File: src/hw/rtl/assert_macros.svh
// Assertion macros used by the top-level RTL file of the impedance point block.
`ifndef ASSERT_MACROS_SVH
`define ASSERT_MACROS_SVH
`ifndef SYNTHESIS
// Property must hold at every rising clock edge outside reset.
`define ASSERT_ALWAYS(label, clk, rst_n, prop) \
	label: assert property (@(posedge clk) disable iff (!rst_n) (prop)) \
		else $error("assertion failed");
// Condition must never be true at a rising clock edge outside reset.
`define ASSERT_NEVER(label, clk, rst_n, cond) \
	label: assert property (@(posedge clk) disable iff (!rst_n) !(cond)) \
		else $error("forbidden condition seen");
`else
`define ASSERT_ALWAYS(label, clk, rst_n, prop)
`define ASSERT_NEVER(label, clk, rst_n, cond)
`endif
`endif

File: src/hw/rtl/ipc_pkg.sv
// Package with widths, codes, item types and helpers of the impedance point block.
package ipc_pkg;

	localparam int COUNT_WIDTH = 16;
	localparam int SWEEP_W = 16;
	localparam int CMP_W = (COUNT_WIDTH + 1 > SWEEP_W) ? COUNT_WIDTH + 1 : SWEEP_W;

	localparam int XW = 32;
	localparam int CW = 48;
	localparam int ZW = 48;
	localparam int LW = 32;
	localparam int AMPW = 32;
	localparam int KW = 64;
	localparam int CFG_IW = 3;
	localparam int CFG_DW = 48;

	// Working width of signed intermediates, and the serial multiplier operands.
	localparam int WW = 168;
	localparam int MAW = 100;
	localparam int MBW = 64;
	localparam int PW = MAW + MBW;

	// Quotient bits produced by the serial divider, one per cycle.
	localparam int QW = ZW;
	localparam int DW = WW + QW - 1;
	localparam int SCW = $clog2(QW + 1);

	localparam logic [CFG_IW-1:0] REG_ADC_LSB   = 3'd0;
	localparam logic [CFG_IW-1:0] REG_DRIVE_PP  = 3'd1;
	localparam logic [CFG_IW-1:0] REG_REF_REAL  = 3'd2;
	localparam logic [CFG_IW-1:0] REG_REF_IMAG  = 3'd3;
	localparam logic [CFG_IW-1:0] REG_CAL_EN    = 3'd4;
	localparam logic [CFG_IW-1:0] REG_SWEEP_PTS = 3'd5;

	localparam logic [1:0] ERR_OK         = 2'd0;
	localparam logic [1:0] ERR_CALIB_ZERO = 2'd1;
	localparam logic [1:0] ERR_NO_CURRENT = 2'd2;

	localparam logic [7:0] DRIVE_SCALE = 8'd250;

	typedef struct packed {
		logic signed [XW-1:0] x_average;
		logic signed [XW-1:0] y_average;
		logic signed [CW-1:0] calib_meas_real;
		logic signed [CW-1:0] calib_meas_imag;
	} ipc_in_t;

	typedef struct packed {
		logic signed [ZW-1:0] impedance_real;
		logic signed [ZW-1:0] impedance_imag;
		logic                 last_point;
		logic [1:0]           error_code;
	} ipc_out_t;

	typedef struct packed {
		logic busy;
		logic done;
	} unit_st_t;

	// Magnitude of a two's complement working value.
	function automatic logic [WW-1:0] mag_of(logic [WW-1:0] v);
		return v[WW-1] ? (~v + WW'(1)) : v;
	endfunction

	// Drive factor 250 * A * 2^24, kept to its low 64 bits.
	function automatic logic [KW-1:0] drive_k(logic [AMPW-1:0] a);
		logic [AMPW+7:0] p;
		p = (AMPW+8)'(a) * (AMPW+8)'(DRIVE_SCALE);
		return KW'({p, 24'd0});
	endfunction

endpackage

File: src/hw/rtl/ipc_div.sv
// Serial restoring divider for two numerators over one divisor, saturating to 48 bits.
module ipc_div (
	input  logic                   clk,
	input  logic                   arst_n,
	input  logic                   start,
	input  logic [ipc_pkg::WW-1:0] num0,
	input  logic [ipc_pkg::WW-1:0] num1,
	input  logic [ipc_pkg::WW-1:0] den,
	output ipc_pkg::unit_st_t      st,
	output logic [ipc_pkg::ZW-1:0] quo0,
	output logic [ipc_pkg::ZW-1:0] quo1
);
	import ipc_pkg::*;

	logic           busy_q;
	logic [SCW-1:0] cnt_q;
	logic [WW-1:0]  r0_q, r1_q;
	logic [DW-1:0]  d_q;
	logic [QW-1:0]  m0_q, m1_q;
	logic           neg0_q, neg1_q;
	logic           ge0, ge1;

	function automatic logic [ZW-1:0] sat_q(logic [QW-1:0] m, logic neg);
		logic [ZW-1:0] r;
		if (m[QW-1]) begin
			r = neg ? {1'b1, {(ZW-1){1'b0}}} : {1'b0, {(ZW-1){1'b1}}};
		end else begin
			r = neg ? (~m + ZW'(1)) : m;
		end
		return r;
	endfunction

	assign ge0 = DW'(r0_q) >= d_q;
	assign ge1 = DW'(r1_q) >= d_q;

	always_ff @(posedge clk or negedge arst_n) begin
		if (!arst_n) begin
			busy_q <= 1'b0;
			cnt_q  <= '0;
		end else if (start) begin
			busy_q <= 1'b1;
			cnt_q  <= '0;
		end else if (busy_q) begin
			if (cnt_q == SCW'(QW)) begin
				busy_q <= 1'b0;
			end else begin
				cnt_q <= cnt_q + SCW'(1);
			end
		end
	end

	// The top quotient bit doubles as the overflow flag for saturation.
	always_ff @(posedge clk) begin
		if (start) begin
			r0_q   <= mag_of(num0);
			r1_q   <= mag_of(num1);
			neg0_q <= num0[WW-1];
			neg1_q <= num1[WW-1];
			d_q    <= DW'(den) << (QW - 1);
			m0_q   <= '0;
			m1_q   <= '0;
		end else if (busy_q && cnt_q != SCW'(QW)) begin
			if (ge0) begin
				r0_q <= r0_q - d_q[WW-1:0];
			end
			if (ge1) begin
				r1_q <= r1_q - d_q[WW-1:0];
			end
			m0_q <= {m0_q[QW-2:0], ge0};
			m1_q <= {m1_q[QW-2:0], ge1};
			d_q  <= d_q >> 1;
		end
	end

	assign st.busy = busy_q;
	assign st.done = busy_q && (cnt_q == SCW'(QW));
	assign quo0 = sat_q(m0_q, neg0_q);
	assign quo1 = sat_q(m1_q, neg1_q);

endmodule

File: config.mk
export PLATFORM = sky130hd
export DESIGN_NAME = ipc_div
export DESIGN_NICKNAME = d
export VERILOG_FILES = /design/src/hw/rtl/assert_macros.svh /design/src/hw/rtl/ipc_pkg.sv /design/src/hw/rtl/ipc_div.sv
export SDC_FILE = /design/constraint.sdc
export NUM_CORES = 2
export LEC_CHECK = 0
export BUFFER_PORTS_ARGS = -buffer_cell sky130_fd_sc_hd__buf_2
export CAP_MARGIN = 20
export CORE_UTILIZATION = 40
export CTS_CLUSTER_DIAMETER = 40
export DETAILED_ROUTE_END_ITERATION = 16
export GPL_TIMING_DRIVEN = 0
export PLACE_DENSITY = 0.63
export SYNTH_ARGS = -nofsm -noshare
export SYNTH_HDL_FRONTEND = slang
export SYNTH_SLANG_ARGS = --single-unit
File: constraint.sdc
create_clock -name clk -period 17 [get_ports clk]
set_input_delay 1.7 -clock clk [delete_from_list [all_inputs] [get_ports clk]]
set_output_delay 1.7 -clock clk [all_outputs]
set_load 0.01 [all_outputs]
## Word level (Yosys, flattened, before mapping)

Cells that the tools add are included.

| cells by class | value |
|---|---|
| div/mod/pow operators | 0 |
| reduce and logical (&&, ||, !) cells | 9 |
| multiply operators | 0 |
| $add $sub $neg | 7 |
| shift-type cells | 0 |
| bitwise logic cells | 4 |
| $lt $le $gt $ge | 2 |
| equal/unequal tests | 3 |
| muxes and demuxes | 22 |

Operator list:

| cell | count |
|---|---|
| $mux 168 | 8 |
| $ge 168x215->1 | 2 |
| $mux 215 | 2 |
| $add 168x1->168 const B | 2 |
| $not 168->168 | 2 |
| $sub 168x168->168 | 2 |
| $mux 48 | 6 |
| $add 48x1->48 const B | 2 |
| $not 48->48 | 2 |
| $mux 6 | 3 |
| $reduce_bool 2->1 | 4 |
| $add 6x1->6 const B | 1 |
| $eq 6x6->1 const B | 1 |
| $ne 6x6->1 const B | 1 |
| $reduce_and 2->1 | 3 |
| $mux 1 | 3 |
| $logic_and 1x1->1 | 2 |
| $ne 2x2->1 const B | 1 |

| word-level totals | value |
|---|---|
| flip-flop bits (word level) | 656 |
| RAM bits | 0 |
| memories | 0 |
| bits in latches | 0 |
| memory bits (read-only) | 0 |
| input port bits | 507 |

## Depth between registers and ports, before layout

| logic depth | value |
|---|---|
| depth after elaboration | 4 |
| mapped depth | 16 |
| mapped depth without buffers | 16 |

## Worst setup path before layout

OpenSTA, ideal clock, no wires.

| timing path | value |
|---|---|
| kind | flip-flop to flip-flop |
| start point | register d_q[12] |
| end point | register r0_q[0], enable pin |
| stages on the path, launching flop included | 16 |
| buffers on the path | 1 |
| setup time | 1.788 ns |
| path slack | 8.664 ns |
| arrival | 6.548 ns |
| data required time | 15.212 ns |
| period minus slack after synthesis | 8.336 ns |
| cell sequence | dfxtp_1 -> inv_1 -> ha_1 -> clkbuf_1 -> a21oi_1 -> o21ai_0 -> a21o_1 -> a221oi_1 -> a2111oi_0 -> o31ai_1 -> nand3_1 -> a21bo_2 -> a21oi_1 -> a21o_1 -> a31o_2 -> nand3_1 |

| on the way | value |
|---|---|
| longest elaborated chain between the ends | 3 |

RTL lines:

| item | RTL line | source |
|---|---|---|
| from (decl) | ipc_div.sv:18 | `logic [DW-1:0] d_q;` |
| from (signal assigned) | ipc_div.sv:59 | `d_q <= DW'(den) << (QW - 1);` |
| from (signal assigned) | ipc_div.sv:71 | `d_q <= d_q >> 1;` |
| $ge 168x215->1 | ipc_div.sv:33 | `assign ge0 = DW'(r0_q) >= d_q;` |
| $reduce_bool 2->1 (no source line) | n/a |  |
| $reduce_and 2->1 (no source line) | n/a |  |
| to (signal assigned) | ipc_div.sv:55 | `r0_q <= mag_of(num0);` |
| to (signal assigned) | ipc_div.sv:64 | `r0_q <= r0_q - d_q[WW-1:0];` |
| to (decl) | ipc_div.sv:17 | `logic [WW-1:0] r0_q, r1_q;` |

Every way passes these cells.
A chain may end at the register's enable or synchronous reset.

## Final worst setup path

| timing path | value |
|---|---|
| start point | input num0[0] (netlist bit) |
| end point | register r0_q[156], data pin |

| on the way | value |
|---|---|
| longest elaborated chain between the ends | 4 |

RTL lines:

| item | RTL line | source |
|---|---|---|
| from (decl) | ipc_div.sv:6 | `input logic [ipc_pkg::WW-1:0] num0,` |
| $not 168->168 | ipc_pkg.sv:62 | `return v[WW-1] ? (~v + WW'(1)) : v;` |
| $add 168x1->168 | ipc_pkg.sv:62 |  |
| $mux 168 | ipc_pkg.sv:62 |  |
| $mux 168 | ipc_div.sv:54 | `if (start) begin` |

Every way passes these cells.

==> summary.md <==
| Metric | Value |
|---|---|
| Critical path capture point type | flop |
| Synth top cells by count | nand2_1 (1,266), a21oi_1 (923), o21ai_0 (655) |
| Worst setup SP type | input port |
| Most common cell in the netlist | nand2_1 |
| Largest net degree at the start of global routing | 65 |
| RSZ-0062 raised after global routing | no |
| Post-Syn Instances | 8,106 |
| Setup TNS Final | 0 ns |
| WS Path Type | in -> reg |
| Fin. max-slew vios | 0 |
| Reg-to-Reg End | r1_q[77] |
| Vias | ~71k |
| PostCTS Resize Cnt | 0 |
| H-tree Lvls | 4 |
| Hold Path Class | reg -> reg |
| Critical Path RT | 17.55 ns |
| Yosys reg bits | 656 |
| Final net count | 9,767 |
| Reg2reg path depth | 16 |
| Mapped Area | 61,600 um^2 |
| Hold Slack | 0.458 ns |
| Final WS setup | 9.63 ns |
| Total iterations of the first detailed-routing run | 7 |
| TritonCTS Buffers | 143 |
| Dpl ws | 9.54 ns |
| Distinct cells, synth | 85 |
| Fill cell count | ~15k |
| Global-route wire length before repair | 485 mm |
| Final Power | 8500 uW |
| Postcts setup bufs | 0 |
| # setup viols final | 0 |
| Fmax | 0.136 GHz |
| Clk_skew | 0.0529 ns |
| Leakage power | 0.0286 uW |
| Root Buffer Master | clkbuf_16 |
| Detailed Route WL | 352 mm |
| Skew-Pair Late Insertion Delay | 0.82 ns |
| Placeable Area | 152,000 um^2 |
| Post-synth ARST share | 0.0107 |
| Initial antenna violation count | 89 |
| Post-CTS Hold Buffers | 0 |
| Clock buffer depth | 3 |
| Post-synth EDFFs | approximately 510 |
| Die area | 156,000 um^2 |
| Hold Path Depth | 2 |
| Worst vdd ir | 0.101 mV |
| Worst-Margin Slew | 1.44 ns |
| # port buffers | 603 |
| Hold endpoint | d_q[6] |
| Outcome | completed |
| Final-report hold violation count | 0 |
| WL/cell | 31.7 um |
| Final worst-path cycle share | 0.434 |
| Ranking of synthesized cells by area | edfxtp_1 (25%), nand2_1 (7.7%), a21oi_1 (7.5%) |
| Top cell type's share of synthesized area | 0.246 |
| Most used DFF post-synth | edfxtp_1 |
| Sequential share of the synthesized area | 0.296 |
| Crit path max fanout | 6 |
| RePlAce Congestion | 1.08 |
| Yosys top cell by area | edfxtp_1 |
| Ports | 605 |
| Vias per cell | 6.37 |
| Post-route DRC violation count | 0 |
| GRT Total Usage | 0.435 |
| R2R Setup Slk | roughly 9.7 ns |
| Die X-Extent | a little under 400 um |
| Layout cells sized above 1 | 0.117 |
| Grt ovf | 0 |
| Clock transition at the registers of the reported paths | 0.06 ns |
| HPWL after DPL | slightly below 300 mm |
| Syn. warnings | 0 |
| Worst reg2reg startpoint | d_q[7] |
| Starting Density | 0.404 |
| Sink Count | 656 |
| Routed Antenna Nets | 0 |
| Vias in the first global route | ~65k |
| Layout Utilization | 0.481 |
| P&R area growth vs syn | 19.0% |
| Syn Nets | about 9.0k |
| Worst hold start | d_q[7] |
| Minimum clock period | 7.37 ns |
| Slew HR | 0.0387 |
| Chip height | 395 um |
| TritonCTS clock tree | built |
| Core Rows | about 140 |
| Max_cap viols | 0 |
| Syn Area/Cell | approximately 7.6 um^2 |
| Pwr/cell area | 116 nW/um^2 |
| Initial DRC Count | about 10k |
| Worst EP arrival | slightly below 8 ns |
-- worst max-delay path by stage --
stage / start / to / slack (ns)
2_1_floorplan: d_q[12] / r0_q[0] / 8.66
3_3_place_gp: start / r0_q[62] / 1.45
3_5_place_dp: num0[10] / r0_q[165] / 9.54
4_1_cts: d_q[7] / r1_q[73] / 10.12
5_1_grt: d_q[7] / r1_q[77] / 9.77
6_report: num0[0] / r0_q[156] / 9.63
-- state kept, by name (all words and copies together), names as in the netlist --
register  cells
r0_q        168
d_q         215
cnt_q         6
m1_q         48
neg1_q        1
neg0_q        1
m0_q         48
busy_q        1
r1_q        168
-- cell families after synthesis --
group                      share of synthesized area
AOI/OAI and AO/OA                              0.263
xor gates and xnor gates                      0.0923
adders and majority gates                     0.0701
buffers and inverters                         0.0467
DFF                                            0.296
muxes                                        0.00315
and+or+nand+nor                                0.229
-- critical path, cell delays in order --
cell	delay (ns)
buf_2	0.14
inv_1	0.08
ha_1	0.18
or4b_1	0.47
or4_4	0.49
nor4_2	0.32
buf_4	0.24
nand3_1	0.20
o41ai_2	0.97
nand2_1	0.69
a21oi_1	0.98
nand3_1	0.55
xnor2_1	0.59
a221o_1	0.23
nor2_1	0.05
-- cell usage in the layout (no fill, tap or decap), types with 133 or more instances in the layout --
cell,n
nor3_1,175
xor2_1,236
xnor2_1,414
nand4_1,238
or3_1,133
ha_1,342
clkbuf_1,411
buf_2,614
o21ai_0,655
nand2_1,1264
a21o_1,267
edfxtp_1,506
nor2_1,621
o31ai_1,233
clkbuf_16,149
dfxtp_1,143
inv_1,288
a21oi_1,923
-- report_power, final --
part	internal [uW]	switching [uW]	leakage [uW]	total (uW)
clock network	1900	1100	0.00250	3010
registers	1980	72.0	0.00640	2050
logic	1100	2340	0.0197	3440
total	4980	3510	0.0286	8500
-- routing by layer --
metal	track usage	wire [um]	up-vias	part of all wire
met5	0	575	-	0.0016
met4	0.214	20300	80	0.058
met3	0.143	45100	866	0.13
met2	0.628	144000	4352	0.41
met1	0.577	142000	33996	0.40
li1	-	-	31411	-
-- area by class of cell --
type	instances	area, um^2	area share
multi-input cells	6685	40600	0.554
flip-flops and latches	656	18200	0.248
repair buffers	665	3880	0.0529
clock buffers	163	3810	0.0519
well taps	2030	2540	0.0346
plain buffers	476	1820	0.0248
clock inverters	102	1290	0.0176
inverters	289	1080	0.0148
diodes	33	82.6	0.00113
-- stage by stage --
step	cells	cell area, um^2
after floorplan	8106	61600
after global placement	10739	67200
after detailed placement	10794	68100
after CTS	11059	73200
after global routing	11086	73400
final	11099	73400
No activity file was read; power rests on OpenSTA's default activity.
