### config.mk
export PLATFORM = sky130hd
export DESIGN_NAME = ipc_mul
export DESIGN_NICKNAME = d
export VERILOG_FILES = /design/src/hw/rtl/assert_macros.svh /design/src/hw/rtl/ipc_pkg.sv /design/src/hw/rtl/ipc_mul.sv
export SDC_FILE = /design/constraint.sdc
export NUM_CORES = 1
export LEC_CHECK = 0
export BUFFER_PORTS_ARGS = -buffer_cell sky130_fd_sc_hd__buf_2
export CORE_MARGIN = 3
export CORE_UTILIZATION = 60
export DETAILED_ROUTE_END_ITERATION = 6
export GPL_TIMING_DRIVEN = 0
export PLACE_DENSITY_LB_ADDON = 0.15
export SYNTH_ARGS = -nofsm -noshare
export SYNTH_HDL_FRONTEND = slang
export SYNTH_SLANG_ARGS = --single-unit
### constraint.sdc
create_clock -name clk -period 11.8 [get_ports clk]
set_clock_uncertainty 0.2 [all_clocks]
set_input_delay 0.59 -clock clk [delete_from_list [all_inputs] [get_ports clk]]
set_output_delay 0.59 -clock clk [all_outputs]
set_load 0.03 [all_outputs]
### src/hw/rtl/assert_macros.svh
// Assertion macros used by the top-level RTL file of the impedance point block.
`ifndef ASSERT_MACROS_SVH
`define ASSERT_MACROS_SVH
`ifndef SYNTHESIS
// Property must hold at every rising clock edge outside reset.
`define ASSERT_ALWAYS(label, clk, rst_n, prop) \
	label: assert property (@(posedge clk) disable iff (!rst_n) (prop)) \
		else $error("assertion failed");
// Condition must never be true at a rising clock edge outside reset.
`define ASSERT_NEVER(label, clk, rst_n, cond) \
	label: assert property (@(posedge clk) disable iff (!rst_n) !(cond)) \
		else $error("forbidden condition seen");
`else
`define ASSERT_ALWAYS(label, clk, rst_n, prop)
`define ASSERT_NEVER(label, clk, rst_n, cond)
`endif
`endif

### src/hw/rtl/ipc_pkg.sv
// Package with widths, codes, item types and helpers of the impedance point block.
package ipc_pkg;

	localparam int COUNT_WIDTH = 16;
	localparam int SWEEP_W = 16;
	localparam int CMP_W = (COUNT_WIDTH + 1 > SWEEP_W) ? COUNT_WIDTH + 1 : SWEEP_W;

	localparam int XW = 32;
	localparam int CW = 48;
	localparam int ZW = 48;
	localparam int LW = 32;
	localparam int AMPW = 32;
	localparam int KW = 64;
	localparam int CFG_IW = 3;
	localparam int CFG_DW = 48;

	// Working width of signed intermediates, and the serial multiplier operands.
	localparam int WW = 168;
	localparam int MAW = 100;
	localparam int MBW = 64;
	localparam int PW = MAW + MBW;

	// Quotient bits produced by the serial divider, one per cycle.
	localparam int QW = ZW;
	localparam int DW = WW + QW - 1;
	localparam int SCW = $clog2(QW + 1);

	localparam logic [CFG_IW-1:0] REG_ADC_LSB   = 3'd0;
	localparam logic [CFG_IW-1:0] REG_DRIVE_PP  = 3'd1;
	localparam logic [CFG_IW-1:0] REG_REF_REAL  = 3'd2;
	localparam logic [CFG_IW-1:0] REG_REF_IMAG  = 3'd3;
	localparam logic [CFG_IW-1:0] REG_CAL_EN    = 3'd4;
	localparam logic [CFG_IW-1:0] REG_SWEEP_PTS = 3'd5;

	localparam logic [1:0] ERR_OK         = 2'd0;
	localparam logic [1:0] ERR_CALIB_ZERO = 2'd1;
	localparam logic [1:0] ERR_NO_CURRENT = 2'd2;

	localparam logic [7:0] DRIVE_SCALE = 8'd250;

	typedef struct packed {
		logic signed [XW-1:0] x_average;
		logic signed [XW-1:0] y_average;
		logic signed [CW-1:0] calib_meas_real;
		logic signed [CW-1:0] calib_meas_imag;
	} ipc_in_t;

	typedef struct packed {
		logic signed [ZW-1:0] impedance_real;
		logic signed [ZW-1:0] impedance_imag;
		logic                 last_point;
		logic [1:0]           error_code;
	} ipc_out_t;

	typedef struct packed {
		logic busy;
		logic done;
	} unit_st_t;

	// Magnitude of a two's complement working value.
	function automatic logic [WW-1:0] mag_of(logic [WW-1:0] v);
		return v[WW-1] ? (~v + WW'(1)) : v;
	endfunction

	// Drive factor 250 * A * 2^24, kept to its low 64 bits.
	function automatic logic [KW-1:0] drive_k(logic [AMPW-1:0] a);
		logic [AMPW+7:0] p;
		p = (AMPW+8)'(a) * (AMPW+8)'(DRIVE_SCALE);
		return KW'({p, 24'd0});
	endfunction

endpackage

### src/hw/rtl/ipc_mul.sv
// Serial shift-and-add multiplier on magnitudes, one multiplier bit per cycle.
module ipc_mul (
	input  logic                  clk,
	input  logic                  arst_n,
	input  logic                  start,
	input  logic [ipc_pkg::MAW-1:0] a_mag,
	input  logic [ipc_pkg::MBW-1:0] b_mag,
	output ipc_pkg::unit_st_t     st,
	output logic [ipc_pkg::PW-1:0]  product
);
	import ipc_pkg::*;

	logic          busy_q;
	logic [PW-1:0]  a_q;
	logic [MBW-1:0] b_q;
	logic [PW-1:0]  acc_q;

	// The run ends as soon as no multiplier bits are left.
	always_ff @(posedge clk or negedge arst_n) begin
		if (!arst_n) begin
			busy_q <= 1'b0;
		end else if (start) begin
			busy_q <= 1'b1;
		end else if (busy_q && b_q == '0) begin
			busy_q <= 1'b0;
		end
	end

	always_ff @(posedge clk) begin
		if (start) begin
			a_q   <= PW'(a_mag);
			b_q   <= b_mag;
			acc_q <= '0;
		end else if (busy_q && b_q != '0) begin
			if (b_q[0]) begin
				acc_q <= acc_q + a_q;
			end
			a_q <= a_q << 1;
			b_q <= b_q >> 1;
		end
	end

	assign st.busy = busy_q;
	assign st.done = busy_q && (b_q == '0);
	assign product = acc_q;

endmodule

# After elaboration in Yosys (flattened, before gate mapping)
# Index checks and enable logic that the tools add are counted.
# word_totals
ff_bits	393
out_inout_bits	166
# classes
add_sub_neg	1
n_mux	6
n_reduce_logical	7
# op_table
cell	count
$mux 100	2
$add 164x164->164	1
$mux 64	2
$logic_not 64->1	1
$reduce_bool 64->1	1
$reduce_bool 2->1	2
$logic_and 1x1->1	2
$mux 1	2
$reduce_and 2->1	1

# Depth between registers and ports, before layout
# Gate-level depths: netlist of the first run.
# depth
word_depth	4
depth_mapped	14
ltp_nobuf	14

# Worst setup path after synthesis of the first run
# OpenSTA, ideal clock, no wires.
# synth_timing
path_kind	register to register
startpoint	register b_q[0]
endpoint	register a_q[0], enable pin
t_arrival_ps	3686
setup_time_ps	455
path_slack_ps	7459
period_less_slack_ps	4341
path_stages_with_launch	9
path_cell_list	edfxtp_1 > nor4_1 > nand4_1 > nor4_1 > nor2b_1 > clkbuf_1 > buf_1 > clkbuf_1 > or2_2
# synth_between
elab_chain_len	3
# synth_lines
item	line	source
start, declared	ipc_mul.sv:15	logic [MBW-1:0] b_q;
start signal, assigned	ipc_mul.sv:32	b_q <= b_mag;
start signal, assigned	ipc_mul.sv:39	b_q <= b_q >> 1;
$reduce_bool 64->1	ipc_mul.sv:34	end else if (busy_q && b_q != '0) begin
$logic_and 1x1->1	ipc_mul.sv:34	
$reduce_bool 2->1 (no source line)	-	
end signal, assigned	ipc_mul.sv:31	a_q <= PW'(a_mag);
end signal, assigned	ipc_mul.sv:38	a_q <= a_q << 1;
end, declared	ipc_mul.sv:14	logic [PW-1:0] a_q;
# Every way passes these cells.
# A chain may end at the register's enable or synchronous reset.

# Worst setup path in the final report of the first run
# layout_timing
startpoint	register a_q[93]
endpoint	register acc_q[163], in the netlist product[163]
# layout_between
elab_chain_len	1
# layout_lines
item	line	source
$add 164x164->164	ipc_mul.sv:36	acc_q <= acc_q + a_q;
end signal, assigned	ipc_mul.sv:36	
end, declared	ipc_mul.sv:16	logic [PW-1:0] acc_q;
# Every way passes these cells.

==> results.yml, run 1 <==
status:
  status: "finished, final reports clean"
routing:
  dr.pass1.iters: 6
  wire_per_inst_um: 23.0
  drc: 0
  ant_nets: 0
  wirelength_mm: 94.4
  drtIter0Drc: 2716
  vias: 26360
  viasPerCell: 6.42
logic_synthesis:
  synthAdderAreaFrac_pct: 7.76
  syn_inst: 3106
  synthXorXnorAreaFrac_pct: 4.56
  avgSynthCellArea_um2: 8.54
  synth_edf_count: 164
  synth-compound-area-share_pct: 21.1
  ys.flop_type: "dfxtp_1"
  synth-simple-area-share_pct: 17.5
  ys_seq_area_share_pct: 35.9
  synth_cell_types: 97
  syn-cell-area_um2: 26500
  yosys_warnings: 0
  syn_nets: 3437
  muxShareOfSynthArea_pct: 9.53
  async_reset_ff_share_pct: 0.254
  synth_top_family_by_area: "compound AO/OA/AOI/OAI gates"
  ys_ff_latch: 393
clock_tree:
  clock-sinks: 393
  cts_made_buffers: 43
  h-tree-depth: 2
  cts_root_buf: "clkbuf_16"
  clk_latency_ns: 0.61
  clockBufferDepth: 3
  cts_tree: "yes"
  path_clk_slew_ns: 0.07
global_route:
  grt_use_total_pct: 38.7
  grt_pass1_wl_mm: 144
  grt_antenna_before_repair: 4
  grt_pass1_vias: 25324
  overflow: 0
  grt_start_max_net_pins: 69
critical_path:
  worstPathCellList: "ha_1 > buf_2 > nand4_1 > nor4_2 > nand2_1 > a2111oi_0 > a211oi_1 > o2111ai_2 > o21bai_2 > o31a_1 > o21ai_4 > o311ai_1 > a31oi_1 > mux2_1"
  arrival_ns: 5.53
  crit_buf_inv: 1
  cpMaxStageDelayCell: "a2111oi_0"
  cp.required_ns: 12.09
  critPathTopFamily: "compound AO/OA/AOI/OAI gates"
  crit_type: "reg -> reg"
  rrSetupSlack_ns: 6.56
  cpPeakStageDelay_ns: 0.92
  critPathMaxFanout: 9
  cp-end-kind: "register"
  critPathLaunchType: "register"
layout:
  layout-drive-gt1-share_pct: 18.8
  nNetsFinal: 3818
  layout_common_cells: "448 x nand2_1, 383 x buf_2, 383 x a21oi_1, 259 x nor2_1, 228 x dfxtp_1"
  utilization_pct: 70.3
  layout_commonest_cell: "nand2_1"
  area_growth_pct: 14.9
  fill_cells: 3379
  instances_no_fill: 4108
  finalInstanceArea_um2: 30500
placement:
  gp_congestion: 1.01
  post-place-ws_ns: 6.83
  dpl.cell_count: 4025
  dp_hpwl_mm: 72.6
  place_area_um2: 29000
  numPortBuffers: 332
floorplan:
  ios: 333
  dieArea_um2: 46800
  die_w_um: 216
  num_rows: 76
  coreArea_um2: 43400
  fp.dieH_um: 216
  initial_core_util_pct: 61.2
sta:
  slew_viol_final: 0
  setup_viol_count_final: 0
  rsz0062_at_grt: "false"
  fin_hold_ws_ns: 0.0750
  min_period_ns: 5.24
  timing.fmax_mhz: 191
  slew_headroom_pct: 5.06
  setup-tns-final_ns: 0
  fin_ws_ns: 6.56
  fin_crit_sh_pct: 44.4
  tightest_slew_ns: 1.42
  hold_violations: 0
pwr:
  power_density_nw_per_um2: 168
  ir_drop_uv: 167
  p_leak_nw: 13.5
  power_mw: 5.12
hold_path:
  hold_path.class: "in -> reg"
run:
  maxCapViolations: 0
worst reg2reg max path: cells and delay by family, from the launching register on:
family | cells | cell delay, ns
buffers and inverters | 1 | 0.20
muxes | 1 | 0.37
and+or+nand+nor | 3 | 0.90
adders and majority gates | 1 | 0.33
AOI/OAI and AO/OA | 8 | 2.63
DFF | 1 | 0.52
cell families after synthesis:
| logic type | Yosys count |
|---|---|
| fa+ha+maj | 164 |
| flops | 393 |
| mux | 232 |
| xor+xnor | 138 |
| simple gates | 1031 |
| compound gates | 910 |
| buf+inv | 238 |
per-layer routing:
| layer | vias up | track usage, % | routed length [µm] | share of wire, % |
|---|---|---|---|---|
| met2 | 1386 | 60.9 | 41600 | 44 |
| met1 | 12593 | 52.2 | 39100 | 41 |
| met3 | 253 | 6.79 | 8590 | 9.1 |
| met5 | - | 0 | 0 | 0 |
| met4 | 0 | 18.0 | 4990 | 5.3 |
| li1 | 12128 | - | - | - |
power breakdown:
| group | switching (mW) | total, mW | leakage, nW | internal [mW] |
|---|---|---|---|---|
| Combinational | 1.33 | 1.99 | 9.15 | 0.661 |
| Clock | 0.608 | 1.41 | 0.704 | 0.800 |
| Sequential | 0.141 | 1.72 | 3.61 | 1.58 |
| Total | 2.07 | 5.12 | 13.5 | 3.04 |
synth_stat cells, drive strengths merged (37+ instances only):
library cell	count	area, µm²
buf	66	315
ha	163	2040
o21bai	50	379
nand4	105	669
nor2	259	972
mux2i	67	671
nor4	38	257
mux2	165	1860
o21ai	192	983
nand3	51	260
nand2	448	1680
dfxtp	228	4560
nor3	37	190
a21o	93	698
edfxtp	164	4920
xnor2	73	639
inv	50	188
a21oi	386	1940
clkbuf	122	459
xor2	65	569
cell type report:
type | count | area [µm²] | area share (%)
multi-input combinational | 2475 | 16100 | 52.7
sequential | 393 | 9510 | 31.2
timing repair buffer | 336 | 1740 | 5.71
clock buffer | 54 | 1170 | 3.83
buffer | 188 | 774 | 2.54
tap | 585 | 732 | 2.40
clock inverter | 24 | 297 | 0.973
inverter | 50 | 188 | 0.616
antenna | 3 | 7.51 | 0.0246
path summary, 6_finish.rpt:
kind                                                from                   endpoint  depth (start not counted)
worst max-delay path                   a_q[93]$_DFFE_PP_  product[163]$_SDFFE_PP0P_                         14
worst min-delay path                           b_mag[31]          b_q[31]$_DFFE_PP_                          2
worst max register to register         a_q[93]$_DFFE_PP_  product[163]$_SDFFE_PP0P_                         14
worst min register to register  product[31]$_SDFFE_PP0P_   product[31]$_SDFFE_PP0P_                          2
max in group asynchronous                         arst_n         busy_q$_DFFE_PN0P_                          2
min in group asynchronous                         arst_n         busy_q$_DFFE_PN0P_                          2
flip-flops by register name, summed over array words and instances (netlist names):
register,flops
a_q,164
b_q,64
busy_q,1
product,164
what timing repair did:
action,4_1_cts,5_1_grt
gates resized for setup,0,0
hold endpoints to repair,1,0
hold buffers,1,0
buffers inserted,0,0
No activity file was read; power rests on OpenSTA's default activity.
==> run 2, diff against run 1 <==
--- a/config.mk
+++ b/config.mk
@@ -7,7 +7,7 @@
 export LEC_CHECK = 0
 export BUFFER_PORTS_ARGS = -buffer_cell sky130_fd_sc_hd__buf_2
 export CORE_MARGIN = 3
-export CORE_UTILIZATION = 60
+export CORE_UTILIZATION = 54
 export DETAILED_ROUTE_END_ITERATION = 6
 export GPL_TIMING_DRIVEN = 0
 export PLACE_DENSITY_LB_ADDON = 0.15
==> constraint.sdc (replaced) <==
create_clock -name clk -period 4.5 [get_ports clk]
set_clock_uncertainty 0.2 [all_clocks]
set_input_delay 0.225 -clock clk [delete_from_list [all_inputs] [get_ports clk]]
set_output_delay 0.225 -clock clk [all_outputs]
set_load 0.03 [all_outputs]
==> run 2 against run 1 <==
Against the previous run: the flow now finishes with violations (capacitance limit); global-route usage down 0.96 points; worst hold slack better by 0.018 ns; first-iteration DRC count up 8.3%; die area up 11%; count of clock-buffer cells in the layout up 10; worst setup slack worse by 6.5 ns; via count up 2.4%; combinational power rose to 2.8 times the previous value; total power rose to 2.7 times the previous value; utilization down 3.0 points; cell area up 6.4%.
==> results.yml, run 2 (synthesized netlist as in run 1, its figures left out) <==
status:
  status: "finished, violations left"
  violations: "capacitance limit"
clock_tree:
  clockBufferDepth: 3
  cts_root_buf: "clkbuf_16"
  cts_tree: "yes"
  clk_latency_ns: 0.62
  path_clk_slew_ns: 0.07
  cts_made_buffers: 43
  h-tree-depth: 2
  clock-sinks: 393
routing:
  drtIter0Drc: 2942
  wire_per_inst_um: 23.3
  vias: 26995
  wirelength_mm: 101
  ant_nets: 0
  dr.pass1.iters: 7
  drc: 0
  viasPerCell: 6.21
pwr:
  combPwrFrac_pct: 40.2
  pwr-share-seq_pct: 33.1
  power_density_nw_per_um2: 422
  intPower_mw: 8.02
  p_clk_share_pct: 26.7
  ir_drop_uv: 363
  p_leak_nw: 14.2
  swShare_pct: 41.3
  power.switching_mw: 5.65
floorplan:
  coreArea_um2: 48100
  initial_core_util_pct: 55.1
  ios: 333
  num_rows: 80
  fp.dieH_um: 228
  die_w_um: 228
  dieArea_um2: 51800
layout:
  finalInstanceArea_um2: 32400
  area_growth_pct: 22.2
  nNetsFinal: 3985
  layout-drive-gt1-share_pct: 18.8
  layout_common_cells: "447 x nand2_1, 383 x buf_2, 378 x a21oi_1, 258 x nor2_1, 228 x dfxtp_1"
  layout_commonest_cell: "nand2_1"
  fill_cells: 3818
  instances_no_fill: 4347
critical_path:
  worst_r2r_path_depth: 13
  crit_buf_inv: 0
  crit-reg2reg-launch: "a_q[7]$_DFFE_PP_"
  cpMaxStageDelayCell: "edfxtp_1"
  crit_path_start: "a_q[7]$_DFFE_PP_"
  cp.depth: 13
  cp-end-kind: "register"
  critPathMaxFanout: 5
  cp.required_ns: 4.78
  critPathLaunchType: "register"
  cpPeakStageDelay_ns: 0.46
  crit_top_cell: "o21ai_1"
  crit_end: "product[132]$_SDFFE_PP0P_"
  rrSetupSlack_ns: 0.07
  arrival_ns: 4.71
  timing.rr.end: "product[132]$_SDFFE_PP0P_"
  worstPathCellList: "ha_1 > a21oi_1 > o21ai_0 > a211oi_1 > o21ai_1 > nand4_1 > and3_1 > o21ai_2 > a31oi_2 > o41ai_4 > o21ai_1 > xnor2_1 > a22o_1"
  critPathTopFamily: "compound AO/OA/AOI/OAI gates"
  crit_type: "reg -> reg"
global_route:
  grt_pass1_wl_mm: 151
  grt_antenna_before_repair: 2
  grt_start_max_net_pins: 70
  overflow: 0
  grt_pass1_vias: 25983
  grt_use_total_pct: 37.8
placement:
  numPortBuffers: 332
  dp_hpwl_mm: 74.0
  place_area_um2: 29100
  dpl.cell_count: 4096
  gp_congestion: 0.983
sta:
  fin_crit_sh_pct: 98.4
  tightest_slew_ns: 1.50
  slew_viol_final: 0
  setup_viol_count_final: 0
  slew_headroom_pct: 0.156
  hold_violations: 0
  rsz0062_at_grt: "true"
  timing.fmax_mhz: 226
  min_period_ns: 4.43
run:
  maxCapViolations: 1
hold_path:
  hold_path.class: "in -> reg"
-- run 2: per-layer routing --
layer / wire [µm] / track usage (%)
met3: 8900 / 6.83
met5: 0 / 0
met4: 4970 / 16.6
met2: 45000 / 59.9
met1: 42200 / 50.7
-- run 2: through the flow --
step	utilization [%]	worst slack (ns)	total power [mW]	setup TNS (ns)	hold WS (ns)
5_1_grt	67.3	-0.0295	14.3	-0.0536	0.121
2_1_floorplan	-	0.159	8.07	0	-0.271
6_report	67.3	0.0699	13.7	0	0.0932
3_3_place_gp	60.3	-1.52	9.54	-243.61	-0.200
4_1_cts	66.9	0.000878	13.3	0	0.0602
3_5_place_dp	60.4	-0.352	9.61	-1.83	-0.196
-- run 2: worst min path at each step --
| stage | start | end | cells after the start |
|---|---|---|---|
| global route | start | product[106]$_SDFFE_PP0P_ | 5 |
| finish | start | product[106]$_SDFFE_PP0P_ | 5 |
| detailed placement | arst_n | busy_q$_DFFE_PN0P_ | 1 |
| global placement | arst_n | busy_q$_DFFE_PN0P_ | 1 |
| floorplan | arst_n | busy_q$_DFFE_PN0P_ | 0 |
| CTS | start | product[106]$_SDFFE_PP0P_ | 5 |
-- run 2: tightest hold or removal path, cell delays in order --
cell,delay [ns]
buf_2,0.13
inv_1,0.06
nand2_1,0.22
or3_1,0.16
nand3_1,0.05
-- run 2: power by group through the flow --
stage	Clock [mW]	Combinational (mW)	Sequential, mW
detailed placement	0	5.05	4.56
global placement	0	5.00	4.54
CTS	3.61	5.21	4.49
floorplan	0	3.15	4.92
global route	3.79	5.92	4.57
finish	3.65	5.50	4.53
-- run 2: repair_timing --
item	CTS	global route
setup buffers	0	8
resized for setup	9	39
gates cloned	1	0
pin swaps	1	7
hold endpoints to repair	165	0
hold buffers	166	0
setup endpoints to repair	61	111
-- run 2: area by class of cell --
| class | count | area [µm²] | share of cell area [%] |
|---|---|---|---|
| multi-input combinational | 2476 | 16300 | 50.2 |
| sequential | 393 | 9510 | 29.3 |
| timing repair buffer | 509 | 3450 | 10.6 |
| clock buffer | 64 | 1210 | 3.72 |
| tap | 656 | 821 | 2.53 |
| buffer | 181 | 757 | 2.34 |
| clock inverter | 16 | 196 | 0.606 |
| inverter | 50 | 188 | 0.579 |
| antenna | 2 | 5.00 | 0.0154 |
